$ cat config.mk
export PLATFORM = sky130hd
export DESIGN_NAME = dtt_ctrl
export DESIGN_NICKNAME = d
export VERILOG_FILES = /design/src/dtt_pkg.sv /design/src/dtt_ctrl.sv
export SDC_FILE = /design/constraint.sdc
export NUM_CORES = 1
export LEC_CHECK = 0
export ABC_AREA = 1
export BUFFER_PORTS_ARGS = -buffer_cell sky130_fd_sc_hd__buf_2
export CORE_AREA = 2 2 39 41
export CTS_BUF_LIST = sky130_fd_sc_hd__clkbuf_8
export DETAILED_ROUTE_END_ITERATION = 8
export DIE_AREA = 0 0 41 43
export PLACE_DENSITY = 0.7
export SYNTH_ARGS = -nofsm -noshare
export SYNTH_HDL_FRONTEND = slang
export SYNTH_SLANG_ARGS = --single-unit
$ cat constraint.sdc
create_clock -name clock -period 2 [get_ports clock]
set_input_delay 0.4 -clock clock [delete_from_list [all_inputs] [get_ports clock]]
set_output_delay 0.4 -clock clock [all_outputs]
set_load 0.02 [all_outputs]
$ cat src/dtt_pkg.sv
// Shared types, constants and helper functions of the dirty tile tracker.
// Used by the controller, datapath, top level, checker and bench; it depends on nothing else.
`timescale 1ns / 1ps

package dtt_pkg;

   localparam int TILE_PIXELS_DEF = 16;
   localparam int MAX_TILES_DEF   = 4096;

   localparam int MODE_W     = 2;
   localparam int POS_W      = 10;
   localparam int SPAN_W     = 11;
   localparam int TILE_IDX_W = 6;
   localparam int CSR_IDX_W  = 2;
   localparam int CNT_W      = 12;

   localparam int FRAME_PIX_MAX  = 1024;
   localparam int FRAME_W_RESET  = 1024;
   localparam int FRAME_H_RESET  = 768;

   localparam int RECIP_SHIFT = 20;
   localparam int RECIP_W     = 20;

   typedef enum logic [MODE_W-1:0] {
      MODE_MARK,
      MODE_QUERY,
      MODE_CLEAR,
      MODE_CLEAR_ALL
   } mode_type;

   typedef enum logic [CSR_IDX_W-1:0] {
      CSR_FRAME_WIDTH,
      CSR_FRAME_HEIGHT
   } csr_index_type;

   typedef enum logic [3:0] {
      ST_SETTLE,
      ST_DIV_START,
      ST_DIV_WAIT,
      ST_FILL,
      ST_IDLE,
      ST_DECODE,
      ST_CLIP,
      ST_MARK,
      ST_WIPE,
      ST_TILE_DONE
   } state_type;

   typedef struct packed {
      logic load_item;
      logic load_quot;
      logic load_clip;
      logic div_start;
      logic latch_cols;
      logic latch_rows;
      logic sweep_init;
      logic sweep_write;
      logic sweep_ones;
      logic mark_step;
      logic tile_read;
      logic tile_finish;
      logic respond;
   } cmd_type;

   typedef struct packed {
      logic     size_wr;
      logic     div_done;
      logic     sweep_last;
      mode_type mode;
      logic     tile_bad;
      logic     reads_left;
      logic     write_pending;
   } status_type;

   // Quotient by the tile size through a scaled reciprocal; exact for operands
   // below 4096 and tile sizes from 2 to 64.
   function automatic logic [CNT_W-1:0] recip_div(input logic [CNT_W-1:0] value,
                                                  input logic [RECIP_W-1:0] recip);
      logic [CNT_W+RECIP_W-1:0] prod;
      prod = {{RECIP_W{1'b0}}, value} * {{CNT_W{1'b0}}, recip};
      return prod[RECIP_SHIFT+CNT_W-1:RECIP_SHIFT];
   endfunction

   function automatic logic [SPAN_W-1:0] clamp_pixels(input logic [SPAN_W-1:0] value);
      logic [SPAN_W-1:0] limit;
      limit = SPAN_W'(FRAME_PIX_MAX);
      return (value > limit) ? limit : value;
   endfunction

endpackage

$ cat src/dtt_ctrl.sv
// Controller state machine of the dirty tile tracker.
// Depends on dtt_pkg; drives the datapath through cmd_type, reads status_type.
`timescale 1ns / 1ps

module dtt_ctrl (
   input  logic                clock,
   input  logic                reset,
   input  logic                start,
   output logic                busy,
   input  dtt_pkg::status_type status,
   output dtt_pkg::cmd_type    cmd
);

   dtt_pkg::state_type state_ff, state_in;

   always_ff @(posedge clock) begin
      if (reset) begin
         state_ff <= dtt_pkg::ST_SETTLE;
      end else begin
         state_ff <= state_in;
      end
   end

   always_comb begin
      state_in = state_ff;
      cmd      = '0;
      unique case (state_ff)
         dtt_pkg::ST_SETTLE: begin
            state_in = dtt_pkg::ST_DIV_START;
         end
         dtt_pkg::ST_DIV_START: begin
            cmd.latch_cols = 1'b1;
            cmd.div_start  = 1'b1;
            state_in       = dtt_pkg::ST_DIV_WAIT;
         end
         dtt_pkg::ST_DIV_WAIT: begin
            if (status.div_done) begin
               cmd.latch_rows = 1'b1;
               cmd.sweep_init = 1'b1;
               state_in       = dtt_pkg::ST_FILL;
            end
         end
         dtt_pkg::ST_FILL: begin
            cmd.sweep_write = 1'b1;
            cmd.sweep_ones  = 1'b1;
            if (status.sweep_last) begin
               state_in = dtt_pkg::ST_IDLE;
            end
         end
         dtt_pkg::ST_IDLE: begin
            if (start) begin
               cmd.load_item = 1'b1;
               state_in      = dtt_pkg::ST_DECODE;
            end
         end
         dtt_pkg::ST_DECODE: begin
            unique case (status.mode) inside
               dtt_pkg::MODE_MARK: begin
                  cmd.load_quot = 1'b1;
                  state_in      = dtt_pkg::ST_CLIP;
               end
               dtt_pkg::MODE_QUERY, dtt_pkg::MODE_CLEAR: begin
                  if (status.tile_bad) begin
                     cmd.respond = 1'b1;
                     state_in    = dtt_pkg::ST_IDLE;
                  end else begin
                     cmd.tile_read = 1'b1;
                     state_in      = dtt_pkg::ST_TILE_DONE;
                  end
               end
               dtt_pkg::MODE_CLEAR_ALL: begin
                  cmd.sweep_init = 1'b1;
                  state_in       = dtt_pkg::ST_WIPE;
               end
               default: begin
                  state_in = dtt_pkg::ST_IDLE;
               end
            endcase
         end
         dtt_pkg::ST_CLIP: begin
            cmd.load_clip = 1'b1;
            state_in      = dtt_pkg::ST_MARK;
         end
         dtt_pkg::ST_MARK: begin
            cmd.mark_step = 1'b1;
            if (!status.reads_left && !status.write_pending) begin
               cmd.respond = 1'b1;
               state_in    = dtt_pkg::ST_IDLE;
            end
         end
         dtt_pkg::ST_WIPE: begin
            cmd.sweep_write = 1'b1;
            if (status.sweep_last) begin
               cmd.respond = 1'b1;
               state_in    = dtt_pkg::ST_IDLE;
            end
         end
         dtt_pkg::ST_TILE_DONE: begin
            cmd.tile_finish = 1'b1;
            cmd.respond     = 1'b1;
            state_in        = dtt_pkg::ST_IDLE;
         end
         default: begin
            state_in = dtt_pkg::ST_SETTLE;
         end
      endcase
      if (status.size_wr) begin
         state_in = dtt_pkg::ST_SETTLE;
      end
   end

   assign busy = (state_ff != dtt_pkg::ST_IDLE);

endmodule

After elaboration in Yosys (flattened, before gate mapping)
Cells that the tools add are included.

Register bits after elaboration: 4. Input port bits: 11.

Equality and inequality tests: 17. Multiplexer cells: 29. Reductions and logical operators: 9.

Operators with widths (count): $pmux 4 s9 (1); $mux 4 (5); $mux 1 (18); $eq 4x3->1 const B (4); $pmux 4 s3 (1); $eq 4x2->1 const B (2); $eq 4x4->1 const B (2); $ne 2x2->1 const B (3); $reduce_or 2->1 (3); $eq 2x2->1 const B (2); $eq 4x1->1 const B (1); $logic_not 4->1 (1); $mux 2 (2); $ne 4x3->1 const B (1); $pmux 1 s4 (1); $reduce_and 4->1 (1); $eq 2x1->1 const B (1); $logic_not 1->1 (2); $logic_not 2->1 (1); $ne 2x1->1 const B (1); $pmux 1 s2 (1); $logic_and 1x1->1 (1).

Longest topological paths before layout
Gate-level depths: netlist of the first run.

Depth in word-level cells: 4. Depth in mapped cells: 9. Gate-level depth less buffers: 9.

Worst setup path before layout of the first run
OpenSTA, ideal clock, no wires.

Path type: register to output. From: register state_ff[0]. To: output cmd[0] (netlist name). Arrival: 1.389 ns. Required time: 1.600 ns. Slack: 0.211 ns. Cell stages (with the launch flop): 5. Buffers on the path: 0. Cell sequence: dfxtp_1 -> nand2_1 -> nor3_1 -> nor2_1 -> o211ai_1.

RTL lines: start: declaration (line dtt_ctrl.sv:14) `dtt_pkg::state_type state_ff, state_in;`; start signal: assignment (line dtt_ctrl.sv:18) `state_ff <= dtt_pkg::ST_SETTLE;`; start signal: assignment (line dtt_ctrl.sv:20) `state_ff <= state_in;`; end: declaration (line dtt_ctrl.sv:11) `output dtt_pkg::cmd_type cmd`.

==> results.md, run 1 <==
* Antenna violations before repair at 0
* Clock latency at the later pin of the worst-skew pair at 0.21 ns
* Share of the clock period used by the worst path at 92.8%
* R2r setup slk at 0.67 ns
* Reg2reg path depth at 9
* Vias in the first global route at 496
* Register ranked first by flip-flop count: state_ff
* Setup repair after global routing missed its margin: no
* Iter 0 DRT Violations at 18
* Tightest Hold Check Type: in -> reg
* Max stage delay cell, worst path: dfxtp_1
* Number of buffers inserted to repair setup after CTS at 0
* Num ports at 25
* Yosys synthesis warning count at 0
* Hold bufs inserted after CTS at 0
* Wire length of the first global-routing pass at 1920 um
* Last weighted congestion value of the routability-driven placer at 0.831
* Slew @ Worst Pin at 0.338 ns
* End of the critical path: cmd[0]
* Final number of setup-violating endpoints at 0
* DR pass1 iterations at 4
* Number of synthesized flops with an enable pin at 0
* Sw Ratio at 27.5%
* Clock buffer count from CTS at 3
* Fillers at 150
* Fin Clk Skew at 0.00225 ns
* H-tree lvl count at 1
* Standard cell area after detailed placement at 599 sq um
* Total global-route track usage at 15.8%
* Setup TNS Final at 0 ns
* Number of maximum-capacitance violations at 0
* Total number of nets in the final design at 133
* Clock share of power at 50.1%
* Buffer depth of the longest clock path at 2
* Critical path class: reg -> out
* WL final at 1190 um
* Mapped Cells at 91
* Crit path largest cell delay at 0.43 ns
* Top flop regs: state_ff (4)
* Cell type contributing the most total cell area after synthesis: nand2_1
* Relative slew slack at 77.3%
* Die Ht at 43 um
* Peak clock frequency supported by timing at 0.539 GHz
* Part of the Yosys area used for sequential elements at 17.2%
* Number of antenna repair diodes at 0
* Number of distinct library cells after synthesis at 14
* Final ANT Viol Nets at 0
* Primary flip-flop cell chosen by synthesis mapping: dfxtp_1
* Outcome: complete, no violations
* Fraction of final layout cells with drive strength greater than 1 at 25.6%
* Largest cells by area after synthesis: nand2_1 18%, nor2_1 18%, dfxtp_1 17%
* Int Power at 240 uW
* Ranking of synthesized cells by instance count: 23 x nand2_1, 23 x nor2_1, 19 x inv_1, 7 x nand3_1, 4 x dfxtp_1
* Flip-flop count of the largest register, all copies and words added at 4
* Final non-filler cell area at 641 sq um
* Share of the synthesized area in the top cell type at 18.5%
* IO Port Bufs at 24
* Via Count at 630
* Cell area after technology mapping at 467 sq um
* Final number of hold-violating endpoints at 0
* Worst endpoint required time at 1.60 ns
* Number of pins with negative max-slew slack in the final report at 0
* Cell depth of the worst setup path at 5
* Leakage power figure at 0.412 nW
* Synthesis-stage register bit count at 4
* Initial standard-cell utilization of the core at 33.7%
* Proportion of power drawn by flip-flops and latches at 27.1%
* Power dissipated by switching net loads at 91.1 uW
* Clock tree root driver cell: clkbuf_8
* Nature of the critical path startpoint: flip-flop
* Largest net degree at the start of global routing at 8
* Critical path buffers and inverters at 2
* Worst Setup SP: state_ff[0]$_SDFFE_PP0P_
* Worst R2R End: state_ff[3]$_SDFFE_PP0P_
* Arr. time, crit path at 1.46 ns
* Source of the worst register-to-register timing path: state_ff[2]$_SDFFE_PP0P_
* Overflow after GRT at 0
* Critical path cell sequence: nand2_1 -> nor2_1 -> inv_1 -> o211ai_1 -> buf_2
* Total clock sinks at 4
* Site row count at 14
* Post-Syn Area per Cell at 5.13 sq um
* Maximum net fanout on the critical path at 7
* TritonCTS clock tree: done
* Half-perimeter wire length after placement at 1000 um
* Capturing element type of the critical path: output port
* Pwr dens at 517 nW/um^2
* Ys async rst share at 0%
* Minimum period implied by the final worst setup slack at 1.86 ns
* Clk slew on worst S/H paths at 0.03 ns
* Layout-stage area growth over the synthesis result at 37.3%
* Family with the most delay on the worst path: flip-flops
* Synth Net Count at 105
* Power share of the combinational group at 22.8%
* Horizontal die dimension at 41 um
* Worst voltage drop across the vdd grid at 0.399 mV
* Via density per instance at 4.74
* Core region area at 1380 sq um
* Total Die Area at 1760 sq um
* Residual DRC at 0
* Post-cts resize count at 0
* Mean routed wirelength per cell at 8.92 um
-- kinds of logic (layout without fill, tap and decap cells) --
group | after synthesis | after routing | share of synthesized area [%]
simple gates | 59 | 59 | 51.7
fa+ha+maj | 3 | 3 | 8.04
flops | 4 | 4 | 17.2
compound gates | 5 | 5 | 6.17
buf+inv | 20 | 46 | 16.9
-- layout by cell type (no fill, tap or decap), drive strengths merged --
cell	instances
inv	19
o21ai	2
ha	3
dfxtp	4
nor3	3
clkbuf	3
o22ai	1
nand2	25
a21oi	1
nor2	24
o211ai	1
buf	24
nand3	7
-- layer usage --
metal | GRT usage [%] | part of all wire, %
met5 | 0 | 0
met4 | 2.00 | 0
met3 | 7.85 | 7.9
met2 | 24.4 | 48
met1 | 19.6 | 44
-- per-stage QoR --
stage          hold WS (ns)  instances  worst slack, ns  utilization (%)  total power [mW]
2_1_floorplan         0.497         91            0.211                -             0.143
3_3_place_gp          0.530        130            0.378             43.3             0.165
3_5_place_dp          0.532        130            0.367             43.3             0.167
4_1_cts               0.474        133            0.148             46.3             0.337
5_1_grt               0.496        133           0.0365             46.3             0.356
6_report              0.474        133            0.145             46.3             0.331
-- worst min-delay path: cells and delay by family --
family        cells  cell delay, ns
buf+inv           1            0.07
simple gates      3            0.17
-- power groups by stage --
stage	sequential, mW	clock [mW]	combinational [mW]
finish	0.0897	0.166	0.0756
global route	0.0904	0.179	0.0866
CTS	0.0895	0.171	0.0763
detailed placement	0.0906	0	0.0759
global placement	0.0904	0	0.0741
floorplan	0.0891	0	0.0544
-- worst min path at each step --
stage / endpoint / depth (start not counted) / from / slack (ns)
6_report: state_ff[0]$_SDFFE_PP0P_ / 4 / reset / 0.47
5_1_grt: state_ff[0]$_SDFFE_PP0P_ / 4 / reset / 0.50
4_1_cts: state_ff[1]$_SDFFE_PP0P_ / 4 / reset / 0.47
3_5_place_dp: state_ff[1]$_SDFFE_PP0P_ / 2 / state_ff[1]$_SDFFE_PP0P_ / 0.53
3_3_place_gp: state_ff[1]$_SDFFE_PP0P_ / 2 / state_ff[1]$_SDFFE_PP0P_ / 0.53
2_1_floorplan: state_ff[1]$_SDFFE_PP0P_ / 2 / state_ff[1]$_SDFFE_PP0P_ / 0.50
-- area by class of cell --
| class | count | area (sq um) | share of cell area, % |
|---|---|---|---|
| Sequential cell | 4 | 80.1 | 12.5 |
| Inverter | 19 | 71.3 | 11.1 |
| Tap cell | 16 | 20.0 | 3.13 |
| Clock buffer | 3 | 41.3 | 6.45 |
| Timing Repair Buffer | 24 | 120 | 18.7 |
| Multi-Input combinational cell | 67 | 308 | 48.0 |
Note: power is estimated with default switching activity, not from simulation.
==> run 2: changes to the inputs <==
CELL_PAD_IN_SITES_DETAIL_PLACEMENT = 1   (was not set)
CELL_PAD_IN_SITES_GLOBAL_PLACEMENT = 1   (was not set)
CORE_AREA = not set   (was 2 2 39 41)
CORE_MARGIN = 2   (was not set)
CORE_UTILIZATION = 29   (was not set)
DIE_AREA = not set   (was 0 0 41 43)
PLACE_DENSITY = 0.88   (was 0.7)
==> run 2 against run 1 <==
Via count up 0.79%; critical path depth is 1 higher; fmax rose by 2.5%; clock-buffer cell count unchanged; critical path type unchanged.
==> results.md, run 2 (synthesis gave the netlist of run 1 again) <==
* Outcome: complete, no violations
* Clk slew on worst S/H paths at 0.03 ns
* Final ANT Viol Nets at 0
* WHS at 0.462 ns
* Leakage power figure at 0.413 nW
* Overflow after GRT at 0
* Clock tree root driver cell: clkbuf_8
* DR pass1 iterations at 2
* Iter 0 DRT Violations at 7
* Setup repair after global routing missed its margin: no
* Fin Clk Skew at 0.00323 ns
* Capturing element type of the critical path: output port
* Die Ht at 44.1 um
* Via density per instance at 4.77
* Maximum net fanout on the critical path at 6
* Fraction of final layout cells with drive strength greater than 1 at 27.4%
* Final non-filler cell area at 647 sq um
* Largest net degree at the start of global routing at 8
* Mean routed wirelength per cell at 10.6 um
* Placed cells at 130
* Most common cell after layout, fill and taps aside: buf_2
* Via Count at 635
* Total clock sinks at 4
* Buffer depth of the longest clock path at 2
* Layout-stage area growth over the synthesis result at 38.6%
* Number of maximum-capacitance violations at 0
* Relative slew slack at 81.7%
* IO Port Bufs at 24
* Filler-free cell count of the finished design at 133
* Worst-case setup margin in the final layout at 0.189 ns
* Register ranked first by flip-flop count: state_ff
* Initial standard-cell utilization of the core at 31.0%
* Total number of nets in the final design at 133
* Arr. time, crit path at 1.41 ns
* Setup TNS Final at 0 ns
* Worst setup slack after placement at 0.342 ns
* Final number of hold-violating endpoints at 0
* Worst endpoint required time at 1.60 ns
* Peak clock frequency supported by timing at 0.552 GHz
* Horizontal die dimension at 44.1 um
* Critical path class: reg -> out
* Worst voltage drop across the vdd grid at 0.368 mV
* Vias in the first global route at 625
* Wire length of the first global-routing pass at 2420 um
* WL final at 1410 um
* Residual DRC at 0
* Total global-route track usage at 17.0%
* Last weighted congestion value of the routability-driven placer at 0.814
* Number of antenna repair diodes at 0
* Share of the clock period used by the worst path at 90.5%
* Slew @ Worst Pin at 0.273 ns
* Highest-count cells in the layout ignoring fill and taps: 24 x buf_2, 23 x nand2_1, 23 x nor2_1, 19 x inv_1, 7 x nand3_1
* Post-cts resize count at 0
* Flip-flop count of the largest register, all copies and words added at 4
* Half-perimeter wire length after placement at 1190 um
* Number of buffers inserted to repair setup after CTS at 0
* Number of pins with negative max-slew slack in the final report at 0
* Nature of the critical path startpoint: flip-flop
* Clock latency at the later pin of the worst-skew pair at 0.22 ns
* TritonCTS clock tree: done
* Site row count at 14
* Minimum period implied by the final worst setup slack at 1.81 ns
* Standard cell area after detailed placement at 599 sq um
* Tightest Hold Check Type: in -> reg
* Final number of setup-violating endpoints at 0
* H-tree lvl count at 1
* Clock buffer count from CTS at 3
* Pwr dens at 526 nW/um^2
* Core region area at 1510 sq um
* Hold bufs inserted after CTS at 0
* Num ports at 25
* Fillers at 240
* Top flop regs: state_ff (4)
* Total Die Area at 1950 sq um
* Antenna violations before repair at 0
## run 2: changes by cell type in the layout (fill, tap and decap cells not counted)
cell     delta
dfxtp_2     +1
dfxtp_1     -1
nor3_1      -1
nor3_2      +1
## run 2: layout make-up
cell class / instances / area, sq um / share of cell area, %
clock buffer: 3 / 41.3 / 6.38
sequential: 4 / 81.3 / 12.6
multi-input combinational: 67 / 313 / 48.4
inverter: 19 / 71.3 / 11.0
timing repair buffer: 24 / 120 / 18.6
tap: 16 / 20.0 / 3.09
## run 2: report_power, final
group          switching, mW  internal [mW]  leakage [nW]
clock                 0.0426          0.128        0.0216
combinational         0.0507         0.0282         0.359
sequential           0.00582         0.0846        0.0329
total                 0.0991          0.241         0.413
## run 2: metal layers
metal / up-vias / part of all wire, % / track usage [%]
met3: 4 / 5.9 / 7.35
met5: - / 0 / 0
li1: 326 / - / -
met2: 21 / 49 / 28.2
met4: 0 / 1.8 / 6.06
met1: 284 / 43 / 19.3
## run 2: critical path: stages, from the launching register on
cell and delay, ns:
dfxtp_1 0.35, inv_1 0.12, nand2_1 0.09, nor2_1 0.16, inv_1 0.11, o211ai_1 0.17, buf_2 0.19
## run 2: metrics by stage
stage               utilization [%]  power, mW
floorplan                         -      0.143
global placement               39.8      0.167
detailed placement             39.8      0.169
CTS                            42.5      0.344
global route                   42.9      0.365
finish                         42.9      0.340
## run 2: worst paths after layout
| check | start | end | slack [ns] | cells past startpoint |
|---|---|---|---|---|
| setup / recovery | state_ff[3]$_SDFFE_PP0P_ | cmd[0] | 0.19 | 6 |
| hold / removal | reset | state_ff[0]$_SDFFE_PP0P_ | 0.46 | 4 |
| setup reg to reg | state_ff[3]$_SDFFE_PP0P_ | state_ff[2]$_SDFFE_PP0P_ | 0.63 | 8 |
| hold reg to reg | state_ff[1]$_SDFFE_PP0P_ | state_ff[1]$_SDFFE_PP0P_ | 0.56 | 2 |
